`config.mk`:
```
export PLATFORM = sky130hd
export DESIGN_NAME = comma_separated_int_list_parser
export DESIGN_NICKNAME = d
export VERILOG_FILES = /design/src/hdl/csvp_pkg.sv /design/src/hdl/comma_separated_int_list_parser.sv /design/src/hdl/csvp_core.sv
export SDC_FILE = /design/constraint.sdc
export NUM_CORES = 1
export LEC_CHECK = 0
export BUFFER_PORTS_ARGS = -buffer_cell sky130_fd_sc_hd__buf_2
export CORE_MARGIN = 8
export CORE_UTILIZATION = 40
export CTS_CLUSTER_DIAMETER = 60
export DETAILED_ROUTE_END_ITERATION = 12
export PLACE_DENSITY = 0.65
export SYNTH_ARGS = -nofsm -noshare
export SYNTH_HDL_FRONTEND = slang
export SYNTH_SLANG_ARGS = --single-unit
```
`constraint.sdc`:
```
create_clock -name aclk -period 5.6 [get_ports aclk]
set_clock_uncertainty 0.15 [all_clocks]
set_input_delay 1.12 -clock aclk [delete_from_list [all_inputs] [get_ports aclk]]
set_output_delay 1.12 -clock aclk [all_outputs]
set_load 0.05 [all_outputs]
```
`src/hdl/csvp_pkg.sv`:
```
// Shared constants and types for the comma-separated integer list parser.
// Holds character codes, status codes and the flag bundle passed core-to-top.
// No dependencies.
package csvp_pkg;

    // Character codes
    localparam logic [7:0] CH_NUL   = 8'h00;
    localparam logic [7:0] CH_COMMA = 8'h2C;
    localparam logic [7:0] CH_MINUS = 8'h2D;
    localparam logic [7:0] CH_ZERO  = 8'h30;
    localparam logic [7:0] CH_NINE  = 8'h39;

    // Result status codes
    localparam int STATUS_BITS = 2;
    localparam logic [STATUS_BITS-1:0] ST_OK   = 2'd0;
    localparam logic [STATUS_BITS-1:0] ST_BAD  = 2'd1;
    localparam logic [STATUS_BITS-1:0] ST_MANY = 2'd2;
    localparam logic [STATUS_BITS-1:0] ST_OVER = 2'd3;

    // Width of the max_values register
    localparam int MAXV_BITS = 16;
    localparam logic [MAXV_BITS-1:0] MAXV_RESET = 16'hFFFF;

    // Result flags from the parse core
    typedef struct packed {
        logic                   emit;
        logic [STATUS_BITS-1:0] status;
        logic                   last;
    } csvp_flags_t;

endpackage

```
`src/hdl/comma_separated_int_list_parser.sv`:
```
// Top level of the comma-separated signed decimal integer list parser.
// Depends on csvp_pkg and csvp_core; holds the input and result registers.
//
// The block takes one text byte per cycle, back to back, save for output stalls, and
// returns one word for each comma or NUL that ends a field (none while text after
// an error is skipped up to its NUL). A byte enters the input register, is processed
// from there by the multiply-by-ten-and-add on the magnitude register, and its
// result lands in the output register.
// A waiting result does not stop input until a second result is due.
// max_values may be written only while the block is idle.
module comma_separated_int_list_parser
    import csvp_pkg::*;
#(
    parameter int VALUE_BITS = 32,
    parameter int COUNT_BITS = 16
) (
    input  logic                 aclk,
    input  logic                 aresetn,
    // configuration
    input  logic                 cfg_we,
    input  logic [MAXV_BITS-1:0] cfg_wdata,
    // input stream
    input  logic                 s_tvalid,
    output logic                 s_tready,
    input  logic [7:0]           s_tdata,   // [7:0] char_code
    // result stream
    output logic                 m_tvalid,
    input  logic                 m_tready,
    output logic [((VALUE_BITS+COUNT_BITS+STATUS_BITS+7)/8)*8-1:0] m_tdata,
                                            // value, value_count, status
    output logic                 m_tlast    // last
);

    localparam int TDATA_W = ((VALUE_BITS + COUNT_BITS + STATUS_BITS + 7) / 8) * 8;

    logic                  in_valid_reg;
    logic [7:0]            in_char_reg;
    logic [MAXV_BITS-1:0]  max_values_reg;
    logic                  out_valid_reg;
    logic [VALUE_BITS-1:0] out_value_reg;
    logic [COUNT_BITS-1:0] out_count_reg;
    logic [STATUS_BITS-1:0] out_status_reg;
    logic                  out_last_reg;

    csvp_flags_t           flags;
    logic [VALUE_BITS-1:0] core_value;
    logic [COUNT_BITS-1:0] core_count;
    logic                  advance;

    // Advance when the byte produces no word or the output slot is free
    assign advance  = in_valid_reg && (!flags.emit || !out_valid_reg || m_tready);
    assign s_tready = !in_valid_reg || advance;

    csvp_core #(
        .VALUE_BITS(VALUE_BITS),
        .COUNT_BITS(COUNT_BITS)
    ) u_core (
        .aclk        (aclk),
        .aresetn     (aresetn),
        .step_en     (advance),
        .char_code   (in_char_reg),
        .max_values  (max_values_reg),
        .flags       (flags),
        .value       (core_value),
        .value_count (core_count)
    );

    // Control: input slot, output slot, configuration register
    always_ff @(posedge aclk) begin
        if (!aresetn) begin
            in_valid_reg   <= 1'b0;
            out_valid_reg  <= 1'b0;
            max_values_reg <= MAXV_RESET;
        end else begin
            if (s_tvalid && s_tready) begin
                in_valid_reg <= 1'b1;
            end else if (advance) begin
                in_valid_reg <= 1'b0;
            end
            if (advance && flags.emit) begin
                out_valid_reg <= 1'b1;
            end else if (m_tready) begin
                out_valid_reg <= 1'b0;
            end
            if (cfg_we) begin
                max_values_reg <= cfg_wdata;
            end
        end
    end

    // Payload: capture input byte, load result word
    always_ff @(posedge aclk) begin
        if (s_tvalid && s_tready) begin
            in_char_reg <= s_tdata;
        end
        if (advance && flags.emit) begin
            out_value_reg  <= core_value;
            out_count_reg  <= core_count;
            out_status_reg <= flags.status;
            out_last_reg   <= flags.last;
        end
    end

    assign m_tvalid = out_valid_reg;
    assign m_tdata  = TDATA_W'({out_status_reg, out_count_reg, out_value_reg});
    assign m_tlast  = out_last_reg;

endmodule

```
`src/hdl/csvp_core.sv`:
```
// Parse core: field and list state plus the per-character update logic.
// Depends on csvp_pkg. Results are combinational from state and the
// current character; state advances when step_en is high.
module csvp_core
    import csvp_pkg::*;
#(
    parameter int VALUE_BITS = 32,
    parameter int COUNT_BITS = 16
) (
    input  logic                  aclk,
    input  logic                  aresetn,
    input  logic                  step_en,
    input  logic [7:0]            char_code,
    input  logic [MAXV_BITS-1:0]  max_values,
    output csvp_flags_t           flags,
    output logic [VALUE_BITS-1:0] value,
    output logic [COUNT_BITS-1:0] value_count
);

    localparam int MW    = VALUE_BITS + 4;
    localparam int CAP_W = (COUNT_BITS > MAXV_BITS) ? COUNT_BITS : MAXV_BITS;
    localparam logic [MW-1:0] LIMIT = MW'(1) << (VALUE_BITS - 1);
    localparam logic [CAP_W-1:0] FULL_COUNT = CAP_W'({COUNT_BITS{1'b1}});

    logic [VALUE_BITS-1:0]  mag_reg, mag_next;
    logic                   neg_reg, neg_next;
    logic                   started_reg, started_next;
    logic [STATUS_BITS-1:0] ferr_reg, ferr_next;
    logic [COUNT_BITS-1:0]  count_reg, count_next;
    logic                   drop_reg, drop_next;

    logic [MW-1:0]          mag_x10;
    logic [CAP_W-1:0]       max_ext;
    logic [CAP_W-1:0]       cap;
    logic [STATUS_BITS-1:0] term_err;
    logic                   is_term;

    // Multiply by ten and add the digit, with headroom for the overflow check
    assign mag_x10 = (MW'(mag_reg) << 3) + (MW'(mag_reg) << 1) + MW'(char_code[3:0]);

    // Count limit: max_values, clipped to what the counter holds
    assign max_ext = CAP_W'(max_values);
    assign cap     = (max_ext < FULL_COUNT) ? max_ext : FULL_COUNT;

    assign is_term = (char_code == CH_COMMA) || (char_code == CH_NUL);

    always_comb begin
        mag_next     = mag_reg;
        neg_next     = neg_reg;
        started_next = started_reg;
        ferr_next    = ferr_reg;
        count_next   = count_reg;
        drop_next    = drop_reg;
        flags        = '0;
        value        = '0;
        value_count  = count_reg;
        term_err     = ferr_reg;

        if (drop_reg) begin
            // drop text until NUL, then start a fresh list
            if (char_code == CH_NUL) begin
                mag_next     = '0;
                neg_next     = 1'b0;
                started_next = 1'b0;
                ferr_next    = ST_OK;
                count_next   = '0;
                drop_next    = 1'b0;
            end
        end else if (!is_term) begin
            // accumulate a field character; first error wins
            if (ferr_reg == ST_OK) begin
                if (char_code inside {[CH_ZERO:CH_NINE]}) begin
                    if (mag_x10 > LIMIT) begin
                        ferr_next = ST_OVER;
                    end else begin
                        mag_next = mag_x10[VALUE_BITS-1:0];
                    end
                end else if (!started_reg && char_code == CH_MINUS) begin
                    neg_next = 1'b1;
                end else begin
                    ferr_next = ST_BAD;
                end
            end
            started_next = 1'b1;
        end else begin
            // close the field: positive magnitude at the limit overflows
            if (ferr_reg == ST_OK && !neg_reg && mag_reg[VALUE_BITS-1]) begin
                term_err = ST_OVER;
            end
            flags.emit = 1'b1;
            if (term_err != ST_OK) begin
                flags.status = term_err;
            end else if (CAP_W'(count_reg) >= cap) begin
                flags.status = ST_MANY;
            end else begin
                flags.status = ST_OK;
            end

            mag_next     = '0;
            neg_next     = 1'b0;
            started_next = 1'b0;
            ferr_next    = ST_OK;

            if (flags.status == ST_OK) begin
                value       = neg_reg ? (~mag_reg + 1'b1) : mag_reg;
                value_count = count_reg + 1'b1;
                flags.last  = (char_code == CH_NUL);
                count_next  = (char_code == CH_NUL) ? '0 : count_reg + 1'b1;
            end else begin
                flags.last = 1'b1;
                if (char_code == CH_NUL) begin
                    count_next = '0;
                end else begin
                    drop_next = 1'b1;
                end
            end
        end
    end

    // Hold state, advance on step
    always_ff @(posedge aclk) begin
        if (!aresetn) begin
            mag_reg     <= '0;
            neg_reg     <= 1'b0;
            started_reg <= 1'b0;
            ferr_reg    <= ST_OK;
            count_reg   <= '0;
            drop_reg    <= 1'b0;
        end else if (step_en) begin
            mag_reg     <= mag_next;
            neg_reg     <= neg_next;
            started_reg <= started_next;
            ferr_reg    <= ferr_next;
            count_reg   <= count_next;
            drop_reg    <= drop_next;
        end
    end

endmodule
```
Word level (Yosys, flattened, before mapping):

Cells that the tools add are included.

* bits in registers: 130
* bits of input ports: 29
* output and inout bits: 59
* logic and storage cells: 115

* $add $sub $neg: 4
* $lt $le $gt $ge: 5
* equality and inequality tests: 7
* muxes and demuxes: 49
* bitwise operators: 3
* reduce and logical (&&, ||, !) cells: 33

Operators by type and width (count)
* $mux 32: 7
* $mux 16: 9
* $add 35x33->36: 1
* $add 36x4->36: 1
* $gt 36x32->1 const B: 1
* $add 32x1->32 const B: 1
* $not 32->32: 1
* $mux 2: 14
* $mux 1: 17
* $add 16x1->16 const B: 1
* $eq 8x6->1 const B: 2
* $ge 16x16->1: 1
* $lt 16x16->1 const B: 1
* $reduce_and 5->1: 3
* $reduce_bool 3->1: 3
* $ge 8x6->1 const B: 1
* $le 8x6->1 const B: 1
* $logic_not 8->1: 1
* $mux 4: 2
* $reduce_bool 2->1: 4
* $logic_and 1x1->1: 7
* $ne 3x1->1 const B: 2
* $logic_not 1->1: 5
* $logic_not 2->1: 2
* other kinds (8): 13

Longest topological paths before layout:

Gate-level depths: netlist of run 1.

* word-level depth: 21
* gate-level depth with buffers: 15
* depth with buffers taken out: 14

By module:

From an unflattened synthesis of run 1, not the netlist that was laid out.

* cells, all modules: 998
* area, all modules: 8896.0 um2

By module, submodules not included
* csvp_core: times used 1, cells an instance 868, area an instance 6392.4 um2, seq. area each 1061.0 um2
* comma_separated_int_list_parser: times used 1, cells an instance 130, area an instance 2503.7 um2, seq. area each 2132.0 um2

Worst setup path before layout of run 1:

No wires, ideal clock.

* path kind: register to register
* start: register u_core.mag_reg[0]
* end: register u_core.mag_reg[30]
* arrival time: 4.191 ns
* required time: 5.333 ns
* setup slack: 1.142 ns
* cell stages (with the launch flop): 15
* buffers on the path: 1
* cells stage by stage: dfxtp_1 > inv_1 > fa_1 > fa_1 > nand2b_1 > a21oi_2 > o21ai_0 > xnor2_1 > a2111oi_0 > o211ai_1 > or4b_4 > o41ai_4 > a31oi_4 > buf_6 > a22o_1

* longest elaborated chain between the ends: 7
* elaborated cells on any way between the ends: 10
* classes of those cells: add/sub (2); order compare (1); eq/ne (1); mux (5); reduce/logical (1)

RTL lines
* from (decl): line csvp_core.sv:25 `logic [VALUE_BITS-1:0] mag_reg, mag_next;`
* from (signal assigned): line csvp_core.sv:130 `mag_reg <= mag_next;`
* $add 35x33->36 *: line csvp_core.sv:39 `assign mag_x10 = (MW'(mag_reg) << 3) + (MW'(mag_reg) << 1) + MW'(char_code[3:0]);`
* $add 36x4->36 *: line csvp_core.sv:39
* parallel branches: the longest is 5 deep, another holds $gt 36x32->1

Every way passes the cells marked *. The select of a mux whose other input is x is not followed.
A chain may end at the register's enable or synchronous reset.

Worst setup path after layout of run 1:

* start: register u_core.mag_reg[0]
* end: register u_core.mag_reg[14]

Same word-level chain as after synthesis.

==> results of run 1 <==
==> worst max-delay path, delay by kind of cell (launching register included) <==
kind,cells,cell delay (ns)
compound gates,6,1.86
xor+xnor,1,0.17
fa+ha+maj,2,1.00
buf+inv,2,0.35
flops,1,0.45
simple gates,3,1.08
==> stage by stage <==
step / hold WS (ns) / worst slack [ns] / total power (uW) / instances
floorplan: 0.290 / 1.14 / 1090 / 949
CTS: 0.342 / 0.484 / 2290 / 1309
finish: 0.338 / 0.474 / 2270 / 1309
global placement: 0.330 / 0.742 / 1120 / 1277
detailed placement: 0.332 / 0.513 / 1120 / 1277
global route: 0.370 / 0.166 / 2340 / 1309
==> per-layer routing <==
layer	wire length (um)	track usage	up-vias
li1	-	-	3678
met1	10600	0.228	3522
met2	11000	0.287	203
met3	1210	0.0318	29
met4	456	0.0607	0
met5	0	0	-
==> worst paths after layout <==
kind / start / end / slack [ns] / cells after the start
setup / recovery: u_core.mag_reg[0]$_SDFFE_PN0P_ / u_core.mag_reg[14]$_SDFFE_PN0P_ / 0.47 / 14
hold / removal: max_values_reg[7]$_SDFFE_PN1P_ / max_values_reg[7]$_SDFFE_PN1P_ / 0.34 / 2
setup reg to reg: u_core.mag_reg[0]$_SDFFE_PN0P_ / u_core.mag_reg[14]$_SDFFE_PN0P_ / 0.47 / 14
hold reg to reg: max_values_reg[7]$_SDFFE_PN1P_ / max_values_reg[7]$_SDFFE_PN1P_ / 0.34 / 2
==> placed cells by master, fill, tap and decap left out, types with 6 or more instances in the layout <==
cell type and instances:
a211oi_1 10, a21o_1 16, a21oi_1 74, a22o_1 13
a31oi_1 8, and2_1 6, and3_1 19, buf_2 81
buf_4 10, clkbuf_16 18, conb_1 6, dfxtp_1 71
edfxtp_1 59, ha_1 81, inv_1 38, nand2_1 75
nand2b_1 12, nand3_1 33, nand4_1 10, nor2_1 81
nor3_1 9, o211ai_1 27, o21ai_0 52, o21ai_1 6
o2bb2ai_1 10, o2bb2ai_2 8, o31ai_1 12, o41ai_1 8
or2_2 6, or3_1 14, xnor2_1 24, xor2_1 41
==> cells in the mapped netlist (3+ instances only) <==
cell type / n / area (um^2)
a311oi_1: 4 / 35.0
clkbuf_1: 27 / 101
and2_1: 6 / 37.5
a31oi_1: 8 / 50.1
o2bb2ai_2: 8 / 120
o211ai_1: 27 / 203
o21ai_0: 52 / 260
nand2_1: 75 / 282
a22o_1: 13 / 114
o2bb2ai_1: 10 / 87.6
a21o_1: 16 / 120
o31ai_1: 12 / 90.1
xor2_1: 41 / 359
xnor2_1: 24 / 210
nor2_1: 82 / 308
buf_4: 6 / 45.0
o21bai_1: 3 / 22.5
a21oi_1: 74 / 370
buf_6: 4 / 45.0
buf_2: 6 / 30.0
o21ai_1: 6 / 30.0
edfxtp_1: 59 / 1770
nand4_1: 10 / 62.6
inv_1: 38 / 143
nor3_1: 9 / 45.0
or2_2: 6 / 37.5
ha_1: 81 / 1010
a211oi_1: 10 / 75.1
and3_1: 19 / 119
mux2i_1: 5 / 50.1
nand2b_1: 12 / 75.1
a41oi_1: 3 / 26.3
a2111oi_0: 3 / 26.3
nor4_1: 5 / 31.3
or3_1: 14 / 87.6
dfxtp_1: 71 / 1420
o41ai_1: 8 / 70.1
or4_1: 4 / 30.0
nand3_1: 33 / 165
==> power groups by stage <==
stage	clock (uW)	sequential (uW)	combinational, uW
finish	1170	1010	93.3
global route	1220	1010	105
CTS	1180	1010	93.2
detailed placement	0	1030	92.8
global placement	0	1030	91.4
floorplan	0	1030	65.4
==> logic make-up after synthesis <==
kind of cell	Yosys count	share of synthesized area
AOI/OAI and AO/OA	288	0.232
xor gates and xnor gates	65	0.0654
adders and majority gates	83	0.121
buffers and inverters	82	0.0422
DFF	130	0.367
muxes	6	0.00704
other	1	0.000431
and+or+nand+nor	289	0.165
==> cell type report <==
type | count | area [um^2]
Clock buffer | 18 | 450
Multi-Input combinational cell | 737 | 5180
Fill cell | 2127 | 11600
Clock inverter | 14 | 164
Inverter | 38 | 143
Sequential cell | 130 | 3190
Tap cell | 280 | 350
Timing Repair Buffer | 92 | 500
==> run metrics, run 1 <==
postcts setup bufs 0; Crit Path Class flop to flop; Startpoint Class flop; min Tclk post-route 5.13 ns; Comb pwr share 0.041; Worst Hold Class flop to flop; cell area power density 227 nW/um^2; post-DR wirelength/cell 17.8 um; Worst Path Max Fanout 18; Fmax 0.195 GHz; average instance area after synthesis 9.22 um^2; GPL Wtd Cong 0.916; I/O Buffers 81; Peak VDD IR 0.124 mV; async set or reset register ratio after synthesis 0; Clk pwr share 0.515; switching share of total power 0.239; Seq/Total Area, Yosys 0.367; initial antenna violation count 0; RSZ-0062 raised after global routing false; max_cap viols 0; share of layout cells above drive strength 1 0.153; Most used DFF post-synth dfxtp_1; first-pass GRT wire length 37.8 mm; die area 26700 um^2; post-DP HPWL 17.6 mm; CTS max path bufs 2; Tot GR Track Use 0.175; Area Growth Syn to Fin 14.6%; Flop pwr share 0.444; worst-path cell chain inv_1, fa_1, fa_1, nand2b_1, a21oi_2, o21ai_0, xnor2_1, a2111oi_0, o211ai_1, or4b_4, o41ai_4, buf_4, nand4_4, o2bb2ai_1; Worst path most repeated cell fa_1; mapped cell area 8710 um^2; Vias 7432; DR DRC count 0; status finished clean; Placed Area 9360 um^2; Boundary Pins 88; Rel. slew slack 0.315; Diodes inserted 0; Initial Util 0.403; WL final 23.2 mm; Post-synth EDFFs 59; Crit-path slowest cell or4b_4; fin util 0.462; P_int 1730 uW; final instance area 9980 um^2; antenna viol nets, final 0; Yosys cell types 78; Max stage delay on crit path 0.56 ns; Crit. End Element flop; clock-pin slew on the worst setup and hold paths 0.07 ns; clock sinks 130; CP required 5.79 ns; fin crit share 0.915; crit path DAT 5.32 ns; CTS Buf Count 17; DR pass1 iterations 5; Synth Instances 944; Final Hold Violating Endpoints 0; H-tree Lvls 4; Core Area 21600 um^2; cts repair resizes 0; vias per cell 5.68; TNS Setup 0 ns; clock tree root driver cell clkbuf_16; FP Rows 54; Final #Nets 1128; # hold bufs at CTS 0; Psw 541 uW; largest net degree at the start of global routing 35; chip height 164 um; Synth Register Bits 130; TritonCTS clock tree done; clk_lat worst skew 0.42 ns; Iteration-0 DRC Markers 513; Setup-failing EPs final 0; total congestion overflow 0; Synth Warn # 0; max-slew violation count 0; Die Width 164 um; Leakage 0.00428 uW; Worst Tran Pin Value 1.02 ns; vias in the first global route 7119
(Power assumes the default switching activity.)
==> inputs of run 2 (changes only) <==
--- a/config.mk
+++ b/config.mk
@@ -5,12 +5,12 @@
 export SDC_FILE = /design/constraint.sdc
 export NUM_CORES = 1
 export LEC_CHECK = 0
-export BUFFER_PORTS_ARGS = -buffer_cell sky130_fd_sc_hd__buf_2
 export CORE_MARGIN = 8
 export CORE_UTILIZATION = 40
 export CTS_CLUSTER_DIAMETER = 60
 export DETAILED_ROUTE_END_ITERATION = 12
-export PLACE_DENSITY = 0.65
+export DONT_BUFFER_PORTS = 1
+export PLACE_DENSITY = 0.61
 export SYNTH_ARGS = -nofsm -noshare
 export SYNTH_HDL_FRONTEND = slang
 export SYNTH_SLANG_ARGS = --single-unit
==> run metrics, run 2 (synthesis gave the netlist of run 1 again) <==
status finished clean; Tot GR Track Use 0.175; Crit-path slowest cell or4b_1; Fmax 0.201 GHz; chip height 164 um; Area Growth Syn to Fin 9.70%; Boundary Pins 88; Worst Path Max Fanout 18; clock tree root driver cell clkbuf_16; Core Area 21600 um^2; slack of the critical path 0.627 ns; postcts setup bufs 0; Met3 Wirelength 1.10 mm; I/O Buffers 0; DR pass1 iterations 5; post-DP HPWL 17.7 mm; Iteration-0 DRC Markers 429; worst-path cell chain inv_1, fa_1, fa_1, nand2b_1, a21oi_2, o21ai_0, a31oi_1, a31oi_1, or4b_1, o41ai_4, buf_4, nand4_4, o2bb2ai_2; TritonCTS clock tree done; Rel. slew slack 0.333; Startpoint Class flop; CP required 5.80 ns; # hold bufs at CTS 0; fin crit share 0.888; vias in the first global route 6910; WL met2 11.4 mm; Final Hold Violating Endpoints 0; Crit Path Class flop to flop; Leakage 0.00397 uW; CTS max path bufs 2; Worst Hold Class flop to flop; share of layout cells above drive strength 1 0.0753; Max stage delay on crit path 0.62 ns; cts repair resizes 0; most frequent cells in the layout nor2_1 (81), ha_1 (81), nand2_1 (74), a21oi_1 (74), dfxtp_1 (71); post-DR wirelength/cell 19.1 um; cell area power density 235 nW/um^2; max_cap viols 0; DP Worst Slack 0.642 ns; die area 26700 um^2; RSZ-0062 raised after global routing false; clock-pin slew on the worst setup and hold paths 0.06 ns; top sig layer met4; crit-path leading delay family compound AO/OA/AOI/OAI gates; clock sinks 130; Crit. End Element flop; WL final 23.4 mm; initial antenna violation count 0; clk_lat worst skew 0.42 ns; total congestion overflow 0; FP Rows 54; largest net degree at the start of global routing 49; antenna viol nets, final 0; H-tree Lvls 4; DR DRC count 0; TNS Setup 0 ns; Final #Nets 1042; Fillers 2096; Setup-failing EPs final 0; max-slew violation count 0; Crit path buffers/inverters 2; crit path DAT 5.17 ns; min Tclk post-route 4.97 ns; Vias 7127; Die Width 164 um; CTS Buf Count 17; Initial Util 0.403; GPL Wtd Cong 0.916; Worst Tran Pin Value 0.988 ns; Met1 Routed Length 10.4 mm; first-pass GRT wire length 37.3 mm; Peak VDD IR 0.165 mV; Diodes inserted 0; vias per cell 5.83
run 2: final timing paths:
path | slack [ns] | depth (start not counted) | to | from
max | 0.63 | 13 | u_core.mag_reg[13]$_SDFFE_PN0P_ | u_core.mag_reg[0]$_SDFFE_PN0P_
min | 0.34 | 2 | max_values_reg[0]$_SDFFE_PN1P_ | max_values_reg[0]$_SDFFE_PN1P_
max reg2reg | 0.63 | 13 | u_core.mag_reg[13]$_SDFFE_PN0P_ | u_core.mag_reg[0]$_SDFFE_PN0P_
min reg2reg | 0.34 | 2 | max_values_reg[0]$_SDFFE_PN1P_ | max_values_reg[0]$_SDFFE_PN1P_
run 2: worst register-to-register path, stage by stage (launching register included):
cell and delay, ns:
dfxtp_1 0.42, inv_1 0.13, fa_1 0.52, fa_1 0.46, nand2b_1 0.19, a21oi_2 0.30
o21ai_0 0.24, a31oi_1 0.43, a31oi_1 0.18, or4b_1 0.62, o41ai_4 0.45, buf_4 0.21
nand4_4 0.33, o2bb2ai_2 0.27
run 2: final cells by class:
type | instances | area, um^2 | share of cell area
timing repair buffer | 6 | 57.6 | 0.00603
inverter | 38 | 143 | 0.0149
multi-input combinational | 737 | 5180 | 0.542
clock buffer | 24 | 546 | 0.0571
tap | 280 | 350 | 0.0367
sequential | 130 | 3190 | 0.334
clock inverter | 8 | 82.6 | 0.00865
run 2: stage by stage:
stage / hold slack, ns / utilization / instance area, um^2 / instances / total power (uW)
after CTS: 0.343 / 0.442 / 9550 / 1223 / 2270
after floorplan: 0.290 / - / 8730 / 949 / 1090
after global routing: 0.373 / 0.442 / 9550 / 1223 / 2320
final: 0.336 / 0.442 / 9550 / 1223 / 2250
after detailed placement: 0.327 / 0.413 / 8920 / 1191 / 1110
after global placement: 0.331 / 0.413 / 8920 / 1191 / 1100
run 2: power breakdown:
part           switching (uW)  internal, uW  total [uW]
clock                     431           730        1160
sequential               9.85          1000        1010
combinational            50.8          23.7        74.5
total                     492          1750        2250
run 2: metal layers:
metal	track usage	vias to the layer above
li1	-	3509
met1	0.222	3386
met2	0.293	204
met3	0.0333	28
met4	0.0583	0
met5	0	-
